[config.mk]
export PLATFORM = sky130hd
export DESIGN_NAME = qte_sqrt_cell
export DESIGN_NICKNAME = d
export VERILOG_FILES = /design/src/hdl/assert_macros.svh /design/src/hdl/qte_pkg.sv /design/src/hdl/qte_sqrt_cell.sv
export SDC_FILE = /design/constraint.sdc
export NUM_CORES = 1
export LEC_CHECK = 0
export ABC_CLOCK_PERIOD_IN_PS = 15900
export BUFFER_PORTS_ARGS = -buffer_cell sky130_fd_sc_hd__buf_2
export CORE_AREA = 2 2 241 243
export DETAILED_ROUTE_END_ITERATION = 8
export DIE_AREA = 0 0 243 245
export PLACE_DENSITY_LB_ADDON = 0.15
export SYNTH_ARGS = -nofsm -noshare
export SYNTH_HDL_FRONTEND = slang
export SYNTH_SLANG_ARGS = --single-unit
[constraint.sdc]
create_clock -name clk -period 15.9 [get_ports clk]
set_input_delay 1.59 -clock clk [delete_from_list [all_inputs] [get_ports clk]]
set_output_delay 1.59 -clock clk [all_outputs]
set_load 0.05 [all_outputs]
[src/hdl/assert_macros.svh]
// Assertion macros shared by the RTL.
`ifndef ASSERT_MACROS_SVH
`define ASSERT_MACROS_SVH

// Condition that must hold at every clock edge out of reset.
`define QTE_ASSERT(lbl, cond) \
  lbl: assert property (@(posedge clk) disable iff (!rst_n) (cond)) \
    else $error("qte assertion failed");

// Implication within the same cycle.
`define QTE_ASSERT_IMP(lbl, pre, post) \
  lbl: assert property (@(posedge clk) disable iff (!rst_n) (pre) |-> (post)) \
    else $error("qte assertion failed");

`endif

[src/hdl/qte_pkg.sv]
// Package for the quaternion to Euler angle pipeline: types, constants, helpers.
package qte_pkg;

  localparam int CORDIC_STEPS = 30;
  localparam int SQRT_STEPS   = 32;
  localparam int TW = 36;  // term width
  localparam int VW = 40;  // CORDIC vector width
  localparam int AW = 33;  // angle accumulator width

  localparam logic signed [AW-1:0] HALF_PI_Q29 = 33'sd843314857;
  localparam logic signed [AW-1:0] PI_Q29      = 33'sd1686629713;
  localparam logic signed [TW-1:0] ONE_Q30     = 36'sd1073741824;

  typedef struct packed {
    logic signed [TW-1:0] t0;
    logic signed [TW-1:0] t1;
    logic signed [TW-1:0] t2;  // saturated
    logic signed [TW-1:0] t3;
    logic signed [TW-1:0] t4;
  } terms_t;

  typedef struct packed {
    logic        v;
    logic [63:0] n;
    logic [63:0] res;
    terms_t      t;
  } sqs_t;

  typedef struct packed {
    logic signed [VW-1:0] x;
    logic signed [VW-1:0] y;
    logic signed [AW-1:0] ang;
    logic                 zero;
  } vec_t;

  typedef struct packed {
    logic v;
    vec_t p;
    vec_t r;
    vec_t w;  // yaw
  } trio_t;

  function automatic logic signed [AW-1:0] atan_q29(input logic [4:0] i);
    logic signed [AW-1:0] a;
    case (i)
      5'd0:  a = 33'sd421657428;
      5'd1:  a = 33'sd248918915;
      5'd2:  a = 33'sd131521918;
      5'd3:  a = 33'sd66762579;
      5'd4:  a = 33'sd33510843;
      5'd5:  a = 33'sd16771758;
      5'd6:  a = 33'sd8387925;
      5'd7:  a = 33'sd4194219;
      5'd8:  a = 33'sd2097141;
      5'd9:  a = 33'sd1048575;
      5'd30: a = 33'sd0;
      5'd31: a = 33'sd0;
      default: a = AW'(64'sd1 <<< (29 - 32'(i)));
    endcase
    return a;
  endfunction

  // Quadrant fold ahead of the micro-rotations.
  function automatic vec_t prerot(input logic signed [TW-1:0] y,
                                  input logic signed [TW-1:0] x);
    vec_t o;
    o.zero = (x == '0) && (y == '0);
    o.x    = VW'(x);
    o.y    = VW'(y);
    o.ang  = '0;
    if (x < 0) begin
      if (y >= 0) begin
        o.x   = VW'(y);
        o.y   = -VW'(x);
        o.ang = HALF_PI_Q29;
      end else begin
        o.x   = -VW'(y);
        o.y   = VW'(x);
        o.ang = -HALF_PI_Q29;
      end
    end
    return o;
  endfunction

  function automatic logic signed [AW-1:0] clampa(input logic signed [AW-1:0] a,
                                                  input logic signed [AW-1:0] lim);
    logic signed [AW-1:0] o;
    o = a;
    if (a > lim) o = lim;
    if (a < -lim) o = -lim;
    return o;
  endfunction

endpackage

[src/hdl/qte_sqrt_cell.sv]
// One digit step of the integer square root, with side terms carried along.
module qte_sqrt_cell import qte_pkg::*; (
  input  logic       clk,
  input  logic       rst_n,
  input  logic       en,
  input  logic [4:0] k,   // bit = 4^(31-k)
  input  sqs_t       din,
  output sqs_t       dout
);
  logic [63:0] bitv, trial;
  sqs_t        d_nxt;

  always_comb begin
    bitv  = 64'd1 << (7'd62 - {k, 1'b0});
    trial = din.res + bitv;
    d_nxt = din;
    if (din.n >= trial) begin
      d_nxt.n   = din.n - trial;
      d_nxt.res = (din.res >> 1) + bitv;
    end else begin
      d_nxt.res = din.res >> 1;
    end
  end

  always_ff @(posedge clk) begin
    if (!rst_n) dout.v <= 1'b0;
    else if (en) dout.v <= din.v;
  end

  always_ff @(posedge clk) begin
    if (en) begin
      dout.n   <= d_nxt.n;
      dout.res <= d_nxt.res;
      dout.t   <= d_nxt.t;
    end
  end
endmodule

==> results.cfg <==
[placement]
place_congestion = 0.945
placed_area_mm2 = 0.0237
dp_hpwl_um = 66900
place.port_buffers = 625
dp_cells = 3296

[logic_synthesis]
ys_ff_latch = 309
yosys_warnings = 0
yosysSeqAreaShare_pct = 46.3
synth_ff_type = edfxtp_1
synthCells = 1990
synth-edff-count = 308
avgSynthCellArea_um2 = 10.1
syn_area_mm2 = 0.0200
yosysUniqueCellTypes = 87
ys_async_sr_fraction_pct = 0
syn_nets = 2434

[layout]
finalNetCount = 3015
fin_area_mm2 = 0.0250
drive_above_1_share_pct = 28.3
top_register = dout
layout_common_cells = buf_2 (624), edfxtp_1 (308), nand2_1 (228)
largest_reg_flops = 309
largestRegisters = dout x309
syn2layout_area_growth_pct = 24.8
layout_commonest_cell = buf_2
fin_cells = 3367
final_util_pct = 43.8

[clock_tree]
post-cts-setup-buffers = 0
cts_resized = 0
insertion_delay_ps = 550
hold_buffers = 0
root_buffer = clkbuf_16
clock-sinks = 309
path_clk_slew_ps = 60
clock_path_buffers = 3
h-tree-depth = 2
cts_tree = done
cts_made_buffers = 38

[critical_path]
critPathTopFamily = compound AO/OA/AOI/OAI gates
critPathLaunchType = input pin
cp_data_required_time_ps = 16210
slowest_stage = buf_12
cp.arrival_ps = 8180
end_kind = flip-flop
critPathKind = input pin to flip-flop
crit_chain = buf_2 > nand2b_1 > nor2_1 > ha_1 > and4_1 > a31oi_1 > nand3_1 > a31oi_1 > nand2_1 > a21boi_0 > o21ai_0 > xnor2_1 > ha_1 > a21o_1 > a21o_1 > a21o_1 > a21o_1 > a31oi_2 > o2111ai_1 > a211oi_4 > buf_12 > mux2_2
cp_max_fo = 215
crit_buf_inv = 2
crit_top_cell = a21o_1
crit_path_max_incr_delay_ps = 560

[floorplan]
die_h_um = 245
core_area_mm2 = 0.0570
rows = 88
die_x_um = 243
start_util_pct = 35.1
num_io_pins = 626
fp.dieArea_mm2 = 0.0595

[detailed_routing]
wirelength_um = 82100
viasPerCell = 5.48
antenna_left = 0
num_vias = 18400
dr.pass1.iters = 5
initialDrtViolationCount = 1621
route.detailed.drc = 0
wl_per_cell_um = 24.4

[min_path]
hp-class = flip-flop to flip-flop

[global_routing]
grt_pass1_wl_um = 117000
grt_pass1_vias = 17600
antenna_found_initial = 12
grt_use_total_pct = 26.3
grt_max_degree = 216
grt-ovfl-total = 0

[flow_run]
timing.max_cap.violations = 0

[power_and_ir_drop]
leakage_nw = 10.2
cellPowerDensity_mw_per_mm2 = 109
vdd_drop_max_uv = 66.8

[timing]
min_period_ps = 7870
finalCritPeriodShare_pct = 49.5
worst_slew_pin_slew_ps = 1060
skew_ps = 0
drv_slew = 0
rsz0062_at_grt = false
relSlewSlack_pct = 29.6
finalHoldViolations = 0
setup_viol_count_final = 0
tns_ps = 0
max_freq_mhz = 127

[outcome]
status = finished clean
-- metrics by stage --
step	hold WS (ps)	setup slack (ps)	power (mW)
after floorplan	743	8830	1.59
after global placement	546	7450	1.86
after detailed placement	560	7550	1.86
after CTS	585	8140	2.74
after global routing	610	7590	2.82
final	589	8030	2.71
-- power breakdown --
group | internal, mW | switching (mW) | leakage (nW) | total (mW)
Combinational | 0.210 | 0.613 | 6.64 | 0.823
Clock | 0.499 | 0.365 | 0.588 | 0.864
Sequential | 0.997 | 0.0274 | 3.02 | 1.02
Total | 1.71 | 1.00 | 10.2 | 2.71
-- worst min-delay path, cell delays in order (launching register included) --
cell and delay [ps]:
dfxtp_1 330, mux2i_1 140, nor2b_1 70
-- cell type report --
class / instances / area [µm²]
tap: 765 / 957
clock buffer: 44 / 995
fill: 5654 / 32100
sequential: 309 / 9270
inverter: 30 / 113
clock inverter: 23 / 209
timing repair buffer: 630 / 3190
multi-input combinational: 1562 / 10200
antenna: 4 / 10.0
-- metal layers --
metal  track usage, %  part of all wire [%]  up-vias
met4             6.89                   2.5        2
met5                0                 0.021        -
met2             44.5                    48      729
met3             3.82                   5.7      110
li1                 -                     -     8653
met1             35.1                    44     8946
-- cell usage after synthesis (13+ instances only) --
cell type	instances	area [µm²]
buf_2	22	110
buf_4	14	105
ha_1	126	1580
nor3_1	31	155
xor2_1	100	876
nand2_1	228	856
a21oi_1	133	666
xnor2_1	82	718
nand4_1	40	250
a31oi_1	64	400
nand3_1	35	175
and3_1	19	119
o21a_1	15	113
o21ai_0	170	851
a31o_2	13	114
edfxtp_1	308	9250
o21bai_1	25	188
o31ai_1	21	158
nand2b_1	22	138
a21o_1	47	353
nor2_1	158	593
inv_1	30	113
or3_1	14	87.6
and2_1	21	131
nor2b_1	22	138
clkbuf_1	52	195
-- logic make-up after synthesis --
logic type                 share of synthesized area (%)
and+or+nand+nor                                     15.1
AOI/OAI and AO/OA                                   19.2
DFF                                                 46.3
xor gates and xnor gates                            7.97
adders and majority gates                           8.03
buffers and inverters                               2.63
muxes                                              0.726
-- path summary, 6_finish.rpt --
kind	end	from	cells after the start	slack, ps
worst max register to register	dout[308]	dout[308]	2	15220
worst max-delay path	dout[186]	k[0]	22	8030
worst min register to register	dout[308]	dout[308]	2	590
worst min-delay path	dout[308]	dout[308]	2	590
No activity file was read; power rests on OpenSTA's default activity.
