`src/hdl/assert_macros.svh`:
```
// Assertion macros shared by the RTL.
`ifndef ASSERT_MACROS_SVH
`define ASSERT_MACROS_SVH

// Condition that must hold at every clock edge out of reset.
`define QTE_ASSERT(lbl, cond) \
  lbl: assert property (@(posedge clk) disable iff (!rst_n) (cond)) \
    else $error("qte assertion failed");

// Implication within the same cycle.
`define QTE_ASSERT_IMP(lbl, pre, post) \
  lbl: assert property (@(posedge clk) disable iff (!rst_n) (pre) |-> (post)) \
    else $error("qte assertion failed");

`endif

```
`src/hdl/qte_pkg.sv`:
```
// Package for the quaternion to Euler angle pipeline: types, constants, helpers.
package qte_pkg;

  localparam int CORDIC_STEPS = 30;
  localparam int SQRT_STEPS   = 32;
  localparam int TW = 36;  // term width
  localparam int VW = 40;  // CORDIC vector width
  localparam int AW = 33;  // angle accumulator width

  localparam logic signed [AW-1:0] HALF_PI_Q29 = 33'sd843314857;
  localparam logic signed [AW-1:0] PI_Q29      = 33'sd1686629713;
  localparam logic signed [TW-1:0] ONE_Q30     = 36'sd1073741824;

  typedef struct packed {
    logic signed [TW-1:0] t0;
    logic signed [TW-1:0] t1;
    logic signed [TW-1:0] t2;  // saturated
    logic signed [TW-1:0] t3;
    logic signed [TW-1:0] t4;
  } terms_t;

  typedef struct packed {
    logic        v;
    logic [63:0] n;
    logic [63:0] res;
    terms_t      t;
  } sqs_t;

  typedef struct packed {
    logic signed [VW-1:0] x;
    logic signed [VW-1:0] y;
    logic signed [AW-1:0] ang;
    logic                 zero;
  } vec_t;

  typedef struct packed {
    logic v;
    vec_t p;
    vec_t r;
    vec_t w;  // yaw
  } trio_t;

  function automatic logic signed [AW-1:0] atan_q29(input logic [4:0] i);
    logic signed [AW-1:0] a;
    case (i)
      5'd0:  a = 33'sd421657428;
      5'd1:  a = 33'sd248918915;
      5'd2:  a = 33'sd131521918;
      5'd3:  a = 33'sd66762579;
      5'd4:  a = 33'sd33510843;
      5'd5:  a = 33'sd16771758;
      5'd6:  a = 33'sd8387925;
      5'd7:  a = 33'sd4194219;
      5'd8:  a = 33'sd2097141;
      5'd9:  a = 33'sd1048575;
      5'd30: a = 33'sd0;
      5'd31: a = 33'sd0;
      default: a = AW'(64'sd1 <<< (29 - 32'(i)));
    endcase
    return a;
  endfunction

  // Quadrant fold ahead of the micro-rotations.
  function automatic vec_t prerot(input logic signed [TW-1:0] y,
                                  input logic signed [TW-1:0] x);
    vec_t o;
    o.zero = (x == '0) && (y == '0);
    o.x    = VW'(x);
    o.y    = VW'(y);
    o.ang  = '0;
    if (x < 0) begin
      if (y >= 0) begin
        o.x   = VW'(y);
        o.y   = -VW'(x);
        o.ang = HALF_PI_Q29;
      end else begin
        o.x   = -VW'(y);
        o.y   = VW'(x);
        o.ang = -HALF_PI_Q29;
      end
    end
    return o;
  endfunction

  function automatic logic signed [AW-1:0] clampa(input logic signed [AW-1:0] a,
                                                  input logic signed [AW-1:0] lim);
    logic signed [AW-1:0] o;
    o = a;
    if (a > lim) o = lim;
    if (a < -lim) o = -lim;
    return o;
  endfunction

endpackage

```
`src/hdl/qte_cordic_cell.sv`:
```
// One vectoring micro-rotation for the pitch, roll and yaw vectors.
module qte_cordic_cell import qte_pkg::*; (
  input  logic       clk,
  input  logic       rst_n,
  input  logic       en,
  input  logic [4:0] i,
  input  trio_t      din,
  output trio_t      dout
);
  logic signed [AW-1:0] a;
  trio_t d_nxt;

  function automatic vec_t rot(input vec_t v, input logic [4:0] s,
                               input logic signed [AW-1:0] da);
    vec_t o;
    o = v;
    if (v.y >= 0) begin
      o.x   = v.x + (v.y >>> s);
      o.y   = v.y - (v.x >>> s);
      o.ang = v.ang + da;
    end else begin
      o.x   = v.x - (v.y >>> s);
      o.y   = v.y + (v.x >>> s);
      o.ang = v.ang - da;
    end
    return o;
  endfunction

  always_comb begin
    a       = atan_q29(i);
    d_nxt.v = din.v;
    d_nxt.p = rot(din.p, i, a);
    d_nxt.r = rot(din.r, i, a);
    d_nxt.w = rot(din.w, i, a);
  end

  always_ff @(posedge clk) begin
    if (!rst_n) dout.v <= 1'b0;
    else if (en) dout.v <= d_nxt.v;
  end

  always_ff @(posedge clk) begin
    if (en) begin
      dout.p <= d_nxt.p;
      dout.r <= d_nxt.r;
      dout.w <= d_nxt.w;
    end
  end
endmodule

```
`config.mk`:
```
export PLATFORM = sky130hd
export DESIGN_NAME = qte_cordic_cell
export DESIGN_NICKNAME = d
export VERILOG_FILES = /design/src/hdl/assert_macros.svh /design/src/hdl/qte_pkg.sv /design/src/hdl/qte_cordic_cell.sv
export SDC_FILE = /design/constraint.sdc
export NUM_CORES = 2
export LEC_CHECK = 0
export ABC_CLOCK_PERIOD_IN_PS = 10800
export BUFFER_PORTS_ARGS = -buffer_cell sky130_fd_sc_hd__buf_2
export CORE_UTILIZATION = 27
export DETAILED_ROUTE_END_ITERATION = 7
export PLACE_DENSITY = 0.45
export SYNTH_ARGS = -nofsm -noshare
export SYNTH_HDL_FRONTEND = slang
export SYNTH_SLANG_ARGS = --single-unit
```
`constraint.sdc`:
```
create_clock -name clk -period 10.8 [get_ports clk]
set_clock_uncertainty 0.15 [all_clocks]
set_input_delay 1.08 -clock clk [delete_from_list [all_inputs] [get_ports clk]]
set_output_delay 1.08 -clock clk [all_outputs]
set_load 0.02 [all_outputs]
```
==> qor.log <==
qor: run_status.status complete, no violations
qor: setup_path.r2r.worst_path.cells 2
qor: sta.whs 0.388 ns
qor: die.dieArea 187,000 um2
qor: die.die_height 432 um
qor: final_layout.finalNetCount 6,705
qor: detailed_routing.route.detailed.wl_per_inst 28.5 um
qor: detailed_routing.routed-via-count 49,700
qor: detailed_routing.detail_route.first_pass.iterations 8
qor: final_layout.final_design_area_no_fill 57,500 um2
qor: final_layout.area_growth_syn_to_layout 15.0%
qor: placement.gp_congestion 0.945
qor: setup_path.critical_path_required 11.06 ns
qor: clock_tree.sink_count_of_the_clock_tree 343
qor: sta.report.final.slew_viol_count 0
qor: setup_path.critical_path_peak_fanout 99
qor: clock_tree.holdBufCountCts 0
qor: synth.synth_top_cell_area_share 20.5%
qor: synth.synth_common_cells sky130_fd_sc_hd__nand2_1 (474), sky130_fd_sc_hd__nor2_1 (410), sky130_fd_sc_hd__a21oi_1 (376), sky130_fd_sc_hd__xnor2_1 (369), sky130_fd_sc_hd__edfxtp_1 (342)
qor: synth.syn_area_per_cell 9.11 um2
qor: setup_path.reg2reg_setup_slack 10.04 ns
qor: pwr.powerDensity 147 nW/um2
qor: synth.postSynthCellCount 5,493
qor: setup_path.r2r_start dout[342]$_SDFFE_PN0P_
qor: clock_tree.cts_tree yes
qor: clock_tree.clock_tree.buffer_depth 3
qor: setup_path.critPathLaunch i[2]
qor: synth.synthTopCellsByArea sky130_fd_sc_hd__edfxtp_1 (21%), sky130_fd_sc_hd__mux4_2 (14%), sky130_fd_sc_hd__ha_1 (8.5%)
qor: global_route.grt_overflow_total 0
qor: detailed_routing.wirelength 243,000 um
qor: setup_path.critical_path_cell_count 23
qor: hold_path.timing.hold.worst_path_depth 2
qor: pwr.static_leak 0.0228 uW
qor: sta.timing.setup.tns 0 ns
qor: sta.post-route-period-util 79.8%
qor: sta.timing.slew.headroom 25.3%
qor: global_route.antenna_found_initial 42
qor: synth.synth_cell_type_count 103
qor: placement.dp_hpwl 191,000 um
qor: setup_path.crit_type in2reg
qor: clock_tree.ctsHtreeMaxLevel 2
qor: placement.number_of_port_buffers 693
qor: setup_path.critical_path_sink dout[32]$_DFFE_PP_
qor: final_layout.reg_top3 dout x343
qor: detailed_routing.detail_route.vias_per_cell 5.83
qor: global_route.number_of_global_route_vias_before_repair 47,500
qor: synth.synthesized_nets 6,191
qor: hold_path.timing.hold.worst.class reg2reg
qor: sta.setup_viol 0
qor: sta.hold_violations 0
qor: die.io_pins 694
qor: synth.biggest_area_consumer_among_synthesized_cells sky130_fd_sc_hd__edfxtp_1
qor: setup_path.crit_arrival 8.87 ns
qor: setup_path.cpLargestDelayFamily compound AO/OA/AOI/OAI gates
qor: final_layout.largest_register dout
qor: synth.ys_seq_area_share 20.6%
qor: synth.synthMostInstantiatedCell sky130_fd_sc_hd__nand2_1
qor: detailed_routing.drtIter0Drc 5,190
qor: setup_path.cp-end-kind register
qor: clock_tree.cts_buffers 46
qor: clock_tree.buffer_cell_driving_the_clock_tree_root sky130_fd_sc_hd__clkbuf_16
qor: setup_path.cp_slowest_cell sky130_fd_sc_hd__a31oi_1
qor: setup_path.start_kind input port
qor: sta.postLayoutSetupSlackWorst 2.19 ns
qor: synth.synth_async_sr_flop_share 0%
qor: pwr.ir_worst_vdd 0.0000951 V
qor: job.cap_viol_max_count 0
qor: setup_path.timing.critical_path.cells buf_8 > ha_1 > xor2_1 > and2_1 > a32o_1 > inv_1 > ha_1 > o21ai_0 > nand2b_1 > or2_2 > nand2_1 > xnor2_1 > ha_1 > a2111oi_0 > o21ai_0 > a311o_1 > a31oi_1 > o21ai_0 > a211oi_1 > or2_2 > o211ai_1 > o41ai_1 > xnor2_1
qor: placement.placed_cell_area 56,000 um2
qor: global_route.global_route.usage.total 24.8%
qor: clock_tree.post_cts_resize_count 0
qor: sta.max_slew.worst_pin.slew 1.12 ns
qor: placement.detailedPlace.worstSlack 1.55 ns
qor: final_layout.largest_register_ffs 343
qor: clock_tree.clkTransAtPathRegs 0.06 ns
qor: clock_tree.clkLatencyLatePin 0.65 ns
qor: setup_path.critical_path.reg2reg.endpoint dout[342]$_SDFFE_PN0P_
qor: final_layout.drive_above_1_share 22.7%
qor: die.row_count 157
qor: setup_path.cp_slowest_stage_delay 0.60 ns
qor: die.initial_core_util 27.2%
qor: synth.syn_area 50,000 um2
qor: synth.yosys_warnings 0
qor: die.floorplan.core_area 184,000 um2
qor: global_route.grt_first_pass_wirelength 342,000 um
qor: detailed_routing.route.detailed.drc 0
qor: sta.layout_min_cycle_time 8.61 ns
qor: synth.synth-seq-cells 343
qor: setup_path.cp_num_buf_inv 2
qor: sta.rsz0062_at_grt no
qor: synth.synth-edff-count 342
qor: global_route.grt_start_max_net_pins 138
qor: detailed_routing.detail-route-antenna-nets 0
qor: synth.ys_dominant_reg_cell sky130_fd_sc_hd__edfxtp_1
qor: sta.fmaxAchievable 0.116 GHz
qor: die.die_width 432 um
qor: clock_tree.post-cts-setup-buffer-count 0
-- worst min path at each step --
stage	start	slack, ns	to
final	dout[342]$_SDFFE_PN0P_	0.39	dout[342]$_SDFFE_PN0P_
after global routing	dout[342]$_SDFFE_PN0P_	0.40	dout[342]$_SDFFE_PN0P_
after CTS	dout[342]$_SDFFE_PN0P_	0.38	dout[342]$_SDFFE_PN0P_
after detailed placement	dout[342]$_SDFFE_PN0P_	0.36	dout[342]$_SDFFE_PN0P_
after global placement	dout[342]$_SDFFE_PN0P_	0.34	dout[342]$_SDFFE_PN0P_
after floorplan	dout[342]$_SDFFE_PN0P_	0.44	dout[342]$_SDFFE_PN0P_
-- cells by family (layout without fill, tap and decap cells) --
logic type                 Yosys count  count (layout)  share of synthesized area [%]
buffers and inverters              448             997                           3.96
and+or+nand+nor                   1527            1527                           14.7
DFF                                343             343                           20.6
AOI/OAI and AO/OA                 1630            1630                           21.6
muxes                              642             642                           20.7
xor gates and xnor gates           556             556                           9.76
adders and majority gates          347             347                           8.81
other                                0              19                              0
-- cell type report --
cell class,instances,area (um2)
Sequential cell,343,10300
Fill cell,19400,126000
Tap cell,2464,3080
Clock inverter,29,319
Multi-Input combinational cell,4702,37900
Timing Repair Buffer,770,4170
Antenna cell,19,47.5
Inverter,144,556
Clock buffer,54,1200
-- layout by cell type, fill, tap and decap left out, types with 36 or more instances in the layout --
cell type and n:
sky130_fd_sc_hd__buf_2 684, sky130_fd_sc_hd__nand2_1 474, sky130_fd_sc_hd__nor2_1 403, sky130_fd_sc_hd__a21oi_1 376, sky130_fd_sc_hd__xnor2_1 369, sky130_fd_sc_hd__edfxtp_1 342, sky130_fd_sc_hd__ha_1 338, sky130_fd_sc_hd__o21ai_0 325
sky130_fd_sc_hd__mux4_2 300, sky130_fd_sc_hd__mux2i_1 205, sky130_fd_sc_hd__xor2_1 186, sky130_fd_sc_hd__a21o_1 170, sky130_fd_sc_hd__inv_1 138, sky130_fd_sc_hd__mux2_2 133, sky130_fd_sc_hd__nand3_1 100, sky130_fd_sc_hd__nor3_1 99
sky130_fd_sc_hd__nand2b_1 77, sky130_fd_sc_hd__buf_4 75, sky130_fd_sc_hd__a31oi_1 62, sky130_fd_sc_hd__o22ai_1 61, sky130_fd_sc_hd__o21a_1 59, sky130_fd_sc_hd__a211oi_1 58, sky130_fd_sc_hd__o21bai_1 55, sky130_fd_sc_hd__and3_1 52
sky130_fd_sc_hd__o31ai_1 52, sky130_fd_sc_hd__o211ai_1 51, sky130_fd_sc_hd__clkbuf_16 47, sky130_fd_sc_hd__nor2b_1 42, sky130_fd_sc_hd__or2_2 38, sky130_fd_sc_hd__nand4_1 37, sky130_fd_sc_hd__a22oi_1 36
-- through the flow --
step	cells	utilization [%]	total power (uW)
detailed placement	8423	30.5	6840
global placement	8423	30.5	6880
global route	8513	31.3	8970
finish	8525	31.3	8480
CTS	8506	31.3	8520
floorplan	5493	-	5250
-- worst register-to-register path, cell delays in order, from the launching register on --
cell and delay, ns:
sky130_fd_sc_hd__dfxtp_1 0.31, sky130_fd_sc_hd__mux2i_1 0.12, sky130_fd_sc_hd__nor2b_1 0.07
-- per-layer routing --
layer / vias to the layer above / wire length, um / track usage [%]
met1: 24500 / 104000 / 32.8
met4: 30 / 9100 / 8.37
li1: 22300 / - / -
met2: 2474 / 111000 / 40.5
met5: - / 182 / 0.0520
met3: 446 / 18200 / 4.30
-- power breakdown --
| group | total (uW) | internal (uW) | switching [uW] | leakage (uW) |
|---|---|---|---|---|
| registers | 2120 | 1990 | 126 | 0.00336 |
| logic | 4760 | 1750 | 3010 | 0.0187 |
| clock network | 1600 | 920 | 685 | 0.000724 |
(Power assumes the default switching activity.)
